==> config.mk <==
export PLATFORM = sky130hd
export DESIGN_NAME = cell_monitor_with_balancing
export DESIGN_NICKNAME = d
export VERILOG_FILES = /design/src/hdl/cmb_pkg.sv /design/src/hdl/cmb_lane.sv /design/src/hdl/cmb_merge.sv /design/src/hdl/cmb_stats.sv /design/src/hdl/cell_monitor_with_balancing.sv
export SDC_FILE = /design/constraint.sdc
export NUM_CORES = 2
export LEC_CHECK = 0
export BUFFER_PORTS_ARGS = -buffer_cell sky130_fd_sc_hd__buf_2
export CAP_MARGIN = 0
export CORE_MARGIN = 4
export CORE_UTILIZATION = 51
export DETAILED_ROUTE_END_ITERATION = 10
export PLACE_DENSITY = 0.67
export SETUP_SLACK_MARGIN = 0.4
export SLEW_MARGIN = 20
export SYNTH_ARGS = -nofsm -noshare
export SYNTH_HDL_FRONTEND = slang
export SYNTH_SLANG_ARGS = --single-unit
export TNS_END_PERCENT = 10
==> constraint.sdc <==
create_clock -name clk -period 20.9 [get_ports clk]
set_clock_uncertainty 0.1 [all_clocks]
set_input_delay 1.045 -clock clk [delete_from_list [all_inputs] [get_ports clk]]
set_output_delay 1.045 -clock clk [all_outputs]
set_load 0.005 [all_outputs]
==> src/hdl/cmb_pkg.sv <==
package cmb_pkg;

  localparam int LVL_W       = 12;
  localparam int MASK_W      = 8;
  localparam int SUM_W       = 15;
  localparam int CNT_W       = 4;
  localparam int TEMP_W      = 16;
  localparam int ID_W        = 11;
  localparam int PAYLOAD_W   = 64;
  localparam int ADDR_W      = 6;
  localparam int IN_TDATA_W  = 104;
  localparam int OUT_TDATA_W = 72;

  // request kinds
  localparam logic [1:0] REQ_FRAME   = 2'd0;
  localparam logic [1:0] REQ_BALANCE = 2'd1;
  localparam logic [1:0] REQ_CLEAR   = 2'd2;

  // register indexes
  localparam logic [1:0] CFG_MODULE_ADDRESS = 2'd0;
  localparam logic [1:0] CFG_IGNORE_LEVEL   = 2'd1;

  localparam logic [ID_W-1:0] ID_CELLS_LO = 11'h060;
  localparam logic [ID_W-1:0] ID_CELLS_HI = 11'h070;
  localparam logic [ID_W-1:0] ID_TEMP     = 11'h0E0;

  localparam logic [ADDR_W-1:0] ADDR_WIDE_MIN = 6'd2;
  localparam logic [ADDR_W-1:0] ADDR_WIDE_MAX = 6'd11;

  localparam logic [LVL_W-1:0]  LOW_LIMIT   = 12'd4000;
  localparam logic [LVL_W:0]    SPREAD_GAP  = 13'd40;
  localparam logic [LVL_W:0]    KEEP_MARGIN = 13'd20;
  localparam logic [MASK_W-1:0] MASK_FULL8  = 8'hFF;
  localparam logic [MASK_W-1:0] MASK_FULL6  = 8'h3F;

  typedef struct packed {
    logic eq_max;
    logic keep;
  } cmb_flags_t;

  typedef struct packed {
    logic             qual;
    logic             lowcand;
    logic [LVL_W-1:0] level;
  } cmb_lstat_t;

  typedef struct packed {
    logic [TEMP_W-1:0] temperature_raw;
    logic [CNT_W-1:0]  cell_count;
    logic [SUM_W-1:0]  level_sum;
    logic [LVL_W-1:0]  high_level;
    logic              low_valid;
    logic [LVL_W-1:0]  low_level;
    logic [MASK_W-1:0] balance_mask;
  } cmb_result_t;

endpackage

==> src/hdl/cmb_lane.sv <==
module cmb_lane
  import cmb_pkg::*;
#(
  parameter int IDX = 0
) (
  input  logic                 clk,
  input  logic                 rst_n,
  input  logic                 wr_en,
  input  logic                 frame_lo,
  input  logic                 frame_hi,
  input  logic                 eight,
  input  logic [PAYLOAD_W-1:0] payload,
  input  logic [LVL_W-1:0]     ignore_level,
  input  logic [LVL_W-1:0]     pack_min,
  input  logic [LVL_W-1:0]     pack_max,
  input  logic                 mask_bit,
  input  logic                 snap_en,
  output cmb_flags_t           flags,
  output cmb_lstat_t           lstat,
  output logic [LVL_W-1:0]     level
);

  localparam logic [3:0] K = 4'(IDX);

  logic [LVL_W-1:0] level_r;
  logic [LVL_W-1:0] level_nxt;
  cmb_lstat_t       lstat_r;
  logic [3:0]       per;
  logic             in_first;
  logic             in_second;
  logic [1:0]       j;
  logic             hit;
  logic [5:0]       base;

  assign per       = eight ? 4'd4 : 4'd3;
  assign in_first  = K < per;
  assign in_second = (K >= per) && (K < {per[2:0], 1'b0});
  assign j         = frame_lo ? K[1:0] : 2'(K - per);
  assign hit       = (frame_lo && in_first) || (frame_hi && in_second);
  assign base      = {j, 4'b0000};
  // high byte keeps only its low nibble, low byte follows it
  assign level_nxt = {payload[base +: 4], payload[base + 6'd8 +: 8]};

  always_ff @(posedge clk) begin
    if (!rst_n) begin
      level_r <= '0;
    end else if (wr_en && hit && (level_nxt != '0)) begin
      level_r <= level_nxt;
    end
  end

  always_ff @(posedge clk) begin
    if (snap_en) begin
      lstat_r.qual    <= level_r > ignore_level;
      lstat_r.lowcand <= (level_r > ignore_level) && !mask_bit;
      lstat_r.level   <= level_r;
    end
  end

  assign flags.eq_max = level_r == pack_max;
  assign flags.keep   = ({1'b0, level_r} + KEEP_MARGIN) > {1'b0, pack_min};
  assign lstat        = lstat_r;
  assign level        = level_r;

endmodule

==> src/hdl/cmb_merge.sv <==
module cmb_merge
  import cmb_pkg::*;
#(
  parameter int CELLS = 8
) (
  input  cmb_flags_t       flags [CELLS],
  input  logic [LVL_W-1:0] levels [CELLS],
  input  logic [CELLS-1:0] mask,
  input  logic             spread,
  output logic [CELLS-1:0] mask_nxt
);

  localparam int IDX_W = $clog2(CELLS);

  logic [CELLS-1:0]  m;
  logic              skip;
  logic              look;
  logic [LVL_W-1:0]  best;
  logic [IDX_W-1:0]  best_idx;
  logic              found;
  logic [MASK_W-1:0] m8;

  always_comb begin
    m        = mask;
    skip     = 1'b0;
    look     = 1'b1;
    best     = LOW_LIMIT;
    best_idx = '0;
    found    = 1'b0;
    for (int k = 0; k < CELLS; k++) begin
      look = 1'b1;
      if (spread) begin
        if (skip) begin
          // cell after a fresh start is passed over
          skip = 1'b0;
        end else if (mask[k]) begin
          m[k] = flags[k].keep;
        end else if (flags[k].eq_max) begin
          m[k] = 1'b1;
          skip = 1'b1;
          // the started cell itself stays out of the lowest search
          look = 1'b0;
        end
      end else begin
        m[k] = flags[k].eq_max;
      end
      if (look && (levels[k] != '0) && (levels[k] < best)) begin
        best     = levels[k];
        best_idx = IDX_W'(k);
        found    = 1'b1;
      end
    end
    m8 = MASK_W'(m);
    mask_nxt = m;
    if (found && ((m8 == MASK_FULL8) || (m8 == MASK_FULL6))) begin
      mask_nxt[best_idx] = 1'b0;
    end
  end

endmodule

==> src/hdl/cmb_stats.sv <==
module cmb_stats
  import cmb_pkg::*;
#(
  parameter int CELLS = 8
) (
  input  logic              clk,
  input  logic              snap_en,
  input  logic              load_en,
  input  logic [CELLS-1:0]  mask,
  input  logic [TEMP_W-1:0] temp,
  input  cmb_lstat_t        lstat [CELLS],
  output cmb_result_t       result
);

  logic [CELLS-1:0]  mask_r;
  logic [TEMP_W-1:0] temp_r;
  cmb_result_t       result_r;
  cmb_result_t       result_nxt;

  always_ff @(posedge clk) begin
    if (snap_en) begin
      mask_r <= mask;
      temp_r <= temp;
    end
    if (load_en) begin
      result_r <= result_nxt;
    end
  end

  always_comb begin
    result_nxt                 = '0;
    result_nxt.balance_mask    = MASK_W'(mask_r);
    result_nxt.temperature_raw = temp_r;
    for (int k = 0; k < CELLS; k++) begin
      if (lstat[k].qual) begin
        if (lstat[k].lowcand &&
            (!result_nxt.low_valid || (lstat[k].level < result_nxt.low_level))) begin
          result_nxt.low_level = lstat[k].level;
          result_nxt.low_valid = 1'b1;
        end
        if (lstat[k].level > result_nxt.high_level) begin
          result_nxt.high_level = lstat[k].level;
        end
        result_nxt.level_sum  = result_nxt.level_sum + SUM_W'(lstat[k].level);
        result_nxt.cell_count = result_nxt.cell_count + 4'd1;
      end
    end
  end

  assign result = result_r;

endmodule

==> src/hdl/cell_monitor_with_balancing.sv <==
// channel | dir | tdata fields (low bit up)                         | tuser
// in_     | in  | frame_id, payload, pack_min, pack_max (104 bits)   | req_type
// out_    | out | balance_mask, low_level, low_valid, high_level,    | -
//         |     | level_sum, cell_count, temperature_raw (72 bits)   |
// cfg_    | in  | write enable, 2-bit index, 12-bit data             | -
//
// a word is taken every cycle while in_tready is high; cell levels, mask and
// temperature update at the accepting edge, so the next word sees them at once
// each result passes the snapshot stage, then the statistics merge into the
// output register
// reset (rst_n low, synchronous) clears levels, mask, temperature, registers
// and all valid flags; no clearing pass
// a stalled output holds the pipeline; in_tready drops only when all three
// stages are full and out_tready is low
module cell_monitor_with_balancing
  import cmb_pkg::*;
#(
  parameter int CELLS = 8
) (
  input  logic                   clk,
  input  logic                   rst_n,
  input  logic                   in_tvalid,
  output logic                   in_tready,
  // frame_id[10:0], payload[74:11], pack_min[86:75], pack_max[98:87], zero pad
  input  logic [IN_TDATA_W-1:0]  in_tdata,
  // req_type[1:0]
  input  logic [1:0]             in_tuser,
  output logic                   out_tvalid,
  input  logic                   out_tready,
  // balance_mask[7:0], low_level[19:8], low_valid[20], high_level[32:21],
  // level_sum[47:33], cell_count[51:48], temperature_raw[67:52], zero pad
  output logic [OUT_TDATA_W-1:0] out_tdata,
  input  logic                   cfg_we,
  input  logic [1:0]             cfg_index,
  input  logic [LVL_W-1:0]       cfg_wdata
);

  logic [ADDR_W-1:0]    addr_r;
  logic [LVL_W-1:0]     ignore_r;
  logic [CELLS-1:0]     mask_r;
  logic [CELLS-1:0]     mask_nxt;
  logic [CELLS-1:0]     mask_bal;
  logic [TEMP_W-1:0]    temp_r;
  logic                 p0_r;
  logic                 p1_r;
  logic                 out_valid_r;

  logic [1:0]           req;
  logic [ID_W-1:0]      frame_id;
  logic [PAYLOAD_W-1:0] payload;
  logic [LVL_W-1:0]     pack_min;
  logic [LVL_W-1:0]     pack_max;
  logic                 accept;
  logic                 out_adv;
  logic                 p1_free;
  logic                 p0_free;
  logic                 is_frame;
  logic                 eight;
  logic                 spread;
  cmb_flags_t           flags  [CELLS];
  cmb_lstat_t           lstat  [CELLS];
  logic [LVL_W-1:0]     levels [CELLS];
  cmb_result_t          result;

  assign req      = in_tuser;
  assign frame_id = in_tdata[10:0];
  assign payload  = in_tdata[74:11];
  assign pack_min = in_tdata[86:75];
  assign pack_max = in_tdata[98:87];

  assign out_adv   = !out_valid_r || out_tready;
  assign p1_free   = !p1_r || out_adv;
  assign p0_free   = !p0_r || p1_free;
  assign in_tready = p0_free;
  assign accept    = in_tvalid && in_tready;

  assign is_frame = accept && (req == REQ_FRAME);
  assign eight    = (addr_r >= ADDR_WIDE_MIN) && (addr_r <= ADDR_WIDE_MAX);
  assign spread   = {1'b0, pack_max} > ({1'b0, pack_min} + SPREAD_GAP);

  for (genvar g = 0; g < CELLS; g++) begin : g_lane
    cmb_lane #(.IDX(g)) u_lane (
      .clk          (clk),
      .rst_n        (rst_n),
      .wr_en        (is_frame),
      .frame_lo     (frame_id == ID_CELLS_LO),
      .frame_hi     (frame_id == ID_CELLS_HI),
      .eight        (eight),
      .payload      (payload),
      .ignore_level (ignore_r),
      .pack_min     (pack_min),
      .pack_max     (pack_max),
      .mask_bit     (mask_r[g]),
      .snap_en      (p0_r && p1_free),
      .flags        (flags[g]),
      .lstat        (lstat[g]),
      .level        (levels[g])
    );
  end

  cmb_merge #(.CELLS(CELLS)) u_merge (
    .flags    (flags),
    .levels   (levels),
    .mask     (mask_r),
    .spread   (spread),
    .mask_nxt (mask_bal)
  );

  cmb_stats #(.CELLS(CELLS)) u_stats (
    .clk     (clk),
    .snap_en (p0_r && p1_free),
    .load_en (p1_r && out_adv),
    .mask    (mask_r),
    .temp    (temp_r),
    .lstat   (lstat),
    .result  (result)
  );

  always_comb begin
    mask_nxt = mask_r;
    if (accept) begin
      unique case (req)
        REQ_FRAME:   mask_nxt = mask_r;
        REQ_BALANCE: mask_nxt = mask_bal;
        REQ_CLEAR:   mask_nxt = '0;
        default:     mask_nxt = mask_r;
      endcase
    end
  end

  always_ff @(posedge clk) begin
    if (!rst_n) begin
      addr_r      <= '0;
      ignore_r    <= '0;
      mask_r      <= '0;
      temp_r      <= '0;
      p0_r        <= 1'b0;
      p1_r        <= 1'b0;
      out_valid_r <= 1'b0;
    end else begin
      if (cfg_we) begin
        unique case (cfg_index)
          CFG_MODULE_ADDRESS: addr_r   <= cfg_wdata[ADDR_W-1:0];
          CFG_IGNORE_LEVEL:   ignore_r <= cfg_wdata;
          default:            ;
        endcase
      end
      mask_r <= mask_nxt;
      if (is_frame && (frame_id == ID_TEMP)) begin
        // byte 6 is the high byte
        temp_r <= {payload[55:48], payload[63:56]};
      end
      if (p0_free) begin
        p0_r <= accept;
      end
      if (p1_free) begin
        p1_r <= p0_r;
      end
      if (out_adv) begin
        out_valid_r <= p1_r;
      end
    end
  end

  assign out_tvalid = out_valid_r;
  assign out_tdata  = {4'b0000, result};

  a_full_blocks_input: assert property (@(posedge clk) disable iff (!rst_n)
    (p0_r && p1_r && out_valid_r && !out_tready) |-> !in_tready)
    else $error("input taken while pipeline full");

  a_clear_empties_mask: assert property (@(posedge clk) disable iff (!rst_n)
    (accept && (req == REQ_CLEAR)) |=> (mask_r == '0))
    else $error("mask not cleared");

  a_count_bound: assert property (@(posedge clk) disable iff (!rst_n)
    out_tvalid |-> (result.cell_count <= CNT_W'(CELLS)))
    else $error("cell count beyond cell total");

  a_low_below_high: assert property (@(posedge clk) disable iff (!rst_n)
    (out_tvalid && result.low_valid) |->
      ((result.low_level <= result.high_level) && (result.cell_count != '0)))
    else $error("low level inconsistent with high level or count");

endmodule

==> parameters.txt <==
Parameter                              Value

Outcome
  Result of the run    finished, final reports clean

Detailed routing
  Vias    29.1k
  Remaining DRCs    0
  Remaining antenna violation count    0
  Length of the first detailed-routing pass in iterations    6
  Initial detailed-routing violation count    2,652
  Routed WL per cell    22.6 um
  Total routed wirelength    109 mm
  Via density    6.04

Global route
  First-pass GRT wire length    164 mm
  GR Overflow Total    0
  Number of antenna violations at the first check in global routing    0
  Largest net degree at the start of global routing    93
  Total GRT Usage    29.9%
  Via count of the first global-routing pass    27.8k

STA
  Fmax    52.6 MHz
  Final number of hold-violating endpoints    0
  Time the worst path needs with I/O delays and setup    19.01 ns
  Headroom to the max-slew limit    22.5%
  Number of setup violations in the final report    0
  Portion of the clock cycle consumed by the worst path in the final layout    91.0%
  Setup Total Neg Slack    0 ns
  Measured slew at the worst slew-check pin    1.15 ns
  Max Slew Vio Count    0
  Worst Hold Margin    0.305 ns
  Unrepaired setup endpoints after global routing    no

Cells and area
  Footprint of the multi-input gates    23,200 sq um
  Final net count    4,612
  Fill cell total of the finished layout    6,058
  Reg area    8930 sq um
  Fraction of final layout cells with drive strength greater than 1    10.8%
  Growth of design area from synthesis to finish    8.54%
  Number of antenna diodes    0

Clocking
  Clock latency at the later pin of the worst-skew pair    0.57 ns
  Root buffer cell    clkbuf_16
  Number of clock sinks seen by CTS    344
  Level count of the clock H-tree    2
  Cts bufs inserted    40
  CTS Hold Buffers Added    0
  Clock input transition at the sequential cells of the worst setup and hold paths    0.08 ns
  Maximum count of clock buffers along a single path    3
  TritonCTS clock tree    done
  Setup Buffers After CTS    0

Floorplan
  Die Wd    266 um
  Effective utilization at floorplan    51.5%
  Vertical die dimension    266 um
  Number of rows in the core area    94
  # IOs    199
  Area of the core region    65,900 sq um
  Die area    70,800 sq um

Synth
  Sequential fraction of the synthesis area    26.3%
  Share of Yosys cell area claimed by the top area cell type    20.3%
  Synth cell types    90
  Synth Area per Inst    8.83 sq um
  Number of flops mapped to enable cells by yosys    204
  Number of register bits inferred by synthesis    344
  Post-synth ARST share    0%
  Synth Cell Area    34,000 sq um
  Top area cells in the synthesized netlist    ha_1 20%, edfxtp_1 18%, dfxtp_1 8.3%, mux2i_1 6.0%, a21oi_1 3.6%
  Leading area contributor after synthesis    ha_1
  Count of synthesis-stage warnings from yosys    0
  Number of standard cells after synthesis    3,843
  Predominant post-synthesis flop cell    edfxtp_1

Setup path
  Cell repeated most along the worst path    ha_1
  FF-to-FF path depth    67
  Critical path launch point type    input pin
  Worst path required time    21.27 ns
  Crit path max-delay cell type    o31a_1
  Critical path capture point type    register
  Biggest fanout along the worst timing path    29
  Category of the most critical setup path    input pin to register
  Worst Path Arrival    19.38 ns
  Max stage delay on crit path    0.62 ns

Min path
  Path class of the lowest-slack min-delay path    register to register
  WHS Path Cells    0

Power
  Clock share of power    32.7%
  Cell internal pwr    1.48 mW
  Portion of total power attributed to combinational logic    32.8%
  Share of total power in sequential cells    34.5%
  Maximum ir drop on the vdd rail    47.7 uV
  Leakage power figure    17.0 nW
  Power Density    60.4 nW/um^2
  Switching power of the nets    746 uW
  Fraction of power spent switching nets    33.5%

Placement
  IO buf count    177
  Detailed placement HPWL    85.6 mm
  Routability cong.    0.979

Run
  Number of max-cap violations    0
[critical path: cells and delay by family]
kind | cells | cell delay (ns)
AOI/OAI and AO/OA | 27 | 7.52
muxes | 6 | 1.66
adders and majority gates | 9 | 2.50
xor gates and xnor gates | 1 | 0.14
and+or+nand+nor | 25 | 5.80
buffers and inverters | 5 | 0.66
[layer usage]
metal	global-route usage, %	share of wire [%]	vias to the layer above
li1	-	-	14083
met1	40.1	43	13712
met2	48.4	45	1110
met3	3.81	7.3	237
met4	13.8	5.4	0
met5	0	0	-
[cells in the final DEF, fill, tap and decap left out, types with 140 or more instances in the layout]
cell type	instances
a21oi_1	246
nand2_1	220
edfxtp_1	204
ha_1	550
nor2_1	327
dfxtp_1	140
mux2i_1	202
inv_1	310
buf_2	177
o21ai_0	214
[state kept, by name (all words and copies together), names as in the netlist]
signal               cells
p0_r                     1
addr_r                   5
g_lane.u_lane.level     96
u_stats.result          68
p1_r                     1
ignore_r                12
mask_r                   8
u_stats.temp_r          16
g_lane.u_lane.lstat    112
out_tvalid               1
temp_r                  16
u_stats.mask_r           8
[cell type report]
type | instances | share of cell area [%]
sequential | 344 | 24.2
inverter | 311 | 3.17
clock inverter | 28 | 0.805
tap | 864 | 2.93
clock buffer | 45 | 2.82
multi-input combinational | 3023 | 63.0
timing repair buffer | 210 | 3.08
[through the flow]
stage,worst slack (ns),power (mW),cell area (sq um),std cells,utilization [%]
after global placement,1.31,1.49,35500,4752,53.9
after floorplan,4.14,1.33,34000,3846,-
after CTS,1.55,2.23,36800,4825,55.9
final,1.89,2.22,36800,4825,55.9
after detailed placement,1.04,1.51,35500,4752,53.9
after global routing,0.522,2.35,36800,4825,55.9
[cells in the mapped netlist, types with 48 or more instances]
master	instances
a21oi_1	247
mux2_2	107
clkbuf_1	115
xnor2_1	129
xor2_1	112
nand2_1	220
inv_1	311
o21a_1	48
nor3_1	66
dfxtp_1	140
nor2_1	327
ha_1	550
o21ai_0	214
nand3_1	52
nor2b_1	75
nand4_1	104
edfxtp_1	204
mux2i_1	202
a21o_1	133
[kinds of logic after synthesis]
| family | share of synthesized area [%] |
|---|---|
| AOI/OAI and AO/OA | 16.7 |
| xor gates and xnor gates | 6.27 |
| adders and majority gates | 20.7 |
| buffers and inverters | 5.59 |
| DFF | 26.3 |
| muxes | 9.64 |
| other | 0.0110 |
| and+or+nand+nor | 14.8 |
[final timing paths]
check | startpoint | endpoint | slack, ns
worst min-delay path | u_stats.temp_r[3] | u_stats.result[55] | 0.30
worst max-delay path | in_tdata[78] | mask_r[0] | 1.89
worst min register to register | u_stats.temp_r[3] | u_stats.result[55] | 0.30
worst max register to register | g_lane[0].u_lane.level[9] | mask_r[0] | 2.54
[power groups by stage]
stage                     logic, mW  clock network (mW)  registers, mW
after floorplan               0.549                   0          0.780
after global placement        0.709                   0          0.782
after detailed placement      0.724                   0          0.783
after CTS                     0.729               0.737          0.768
after global routing          0.821               0.762          0.770
final                         0.729               0.727          0.768
[timing repair]
action                                  CTS  global route
endpoints found under the setup margin    0             8
hold endpoints to repair                  0             0
gates resized for setup                   0             3
Note: power is estimated with default switching activity, not from simulation.
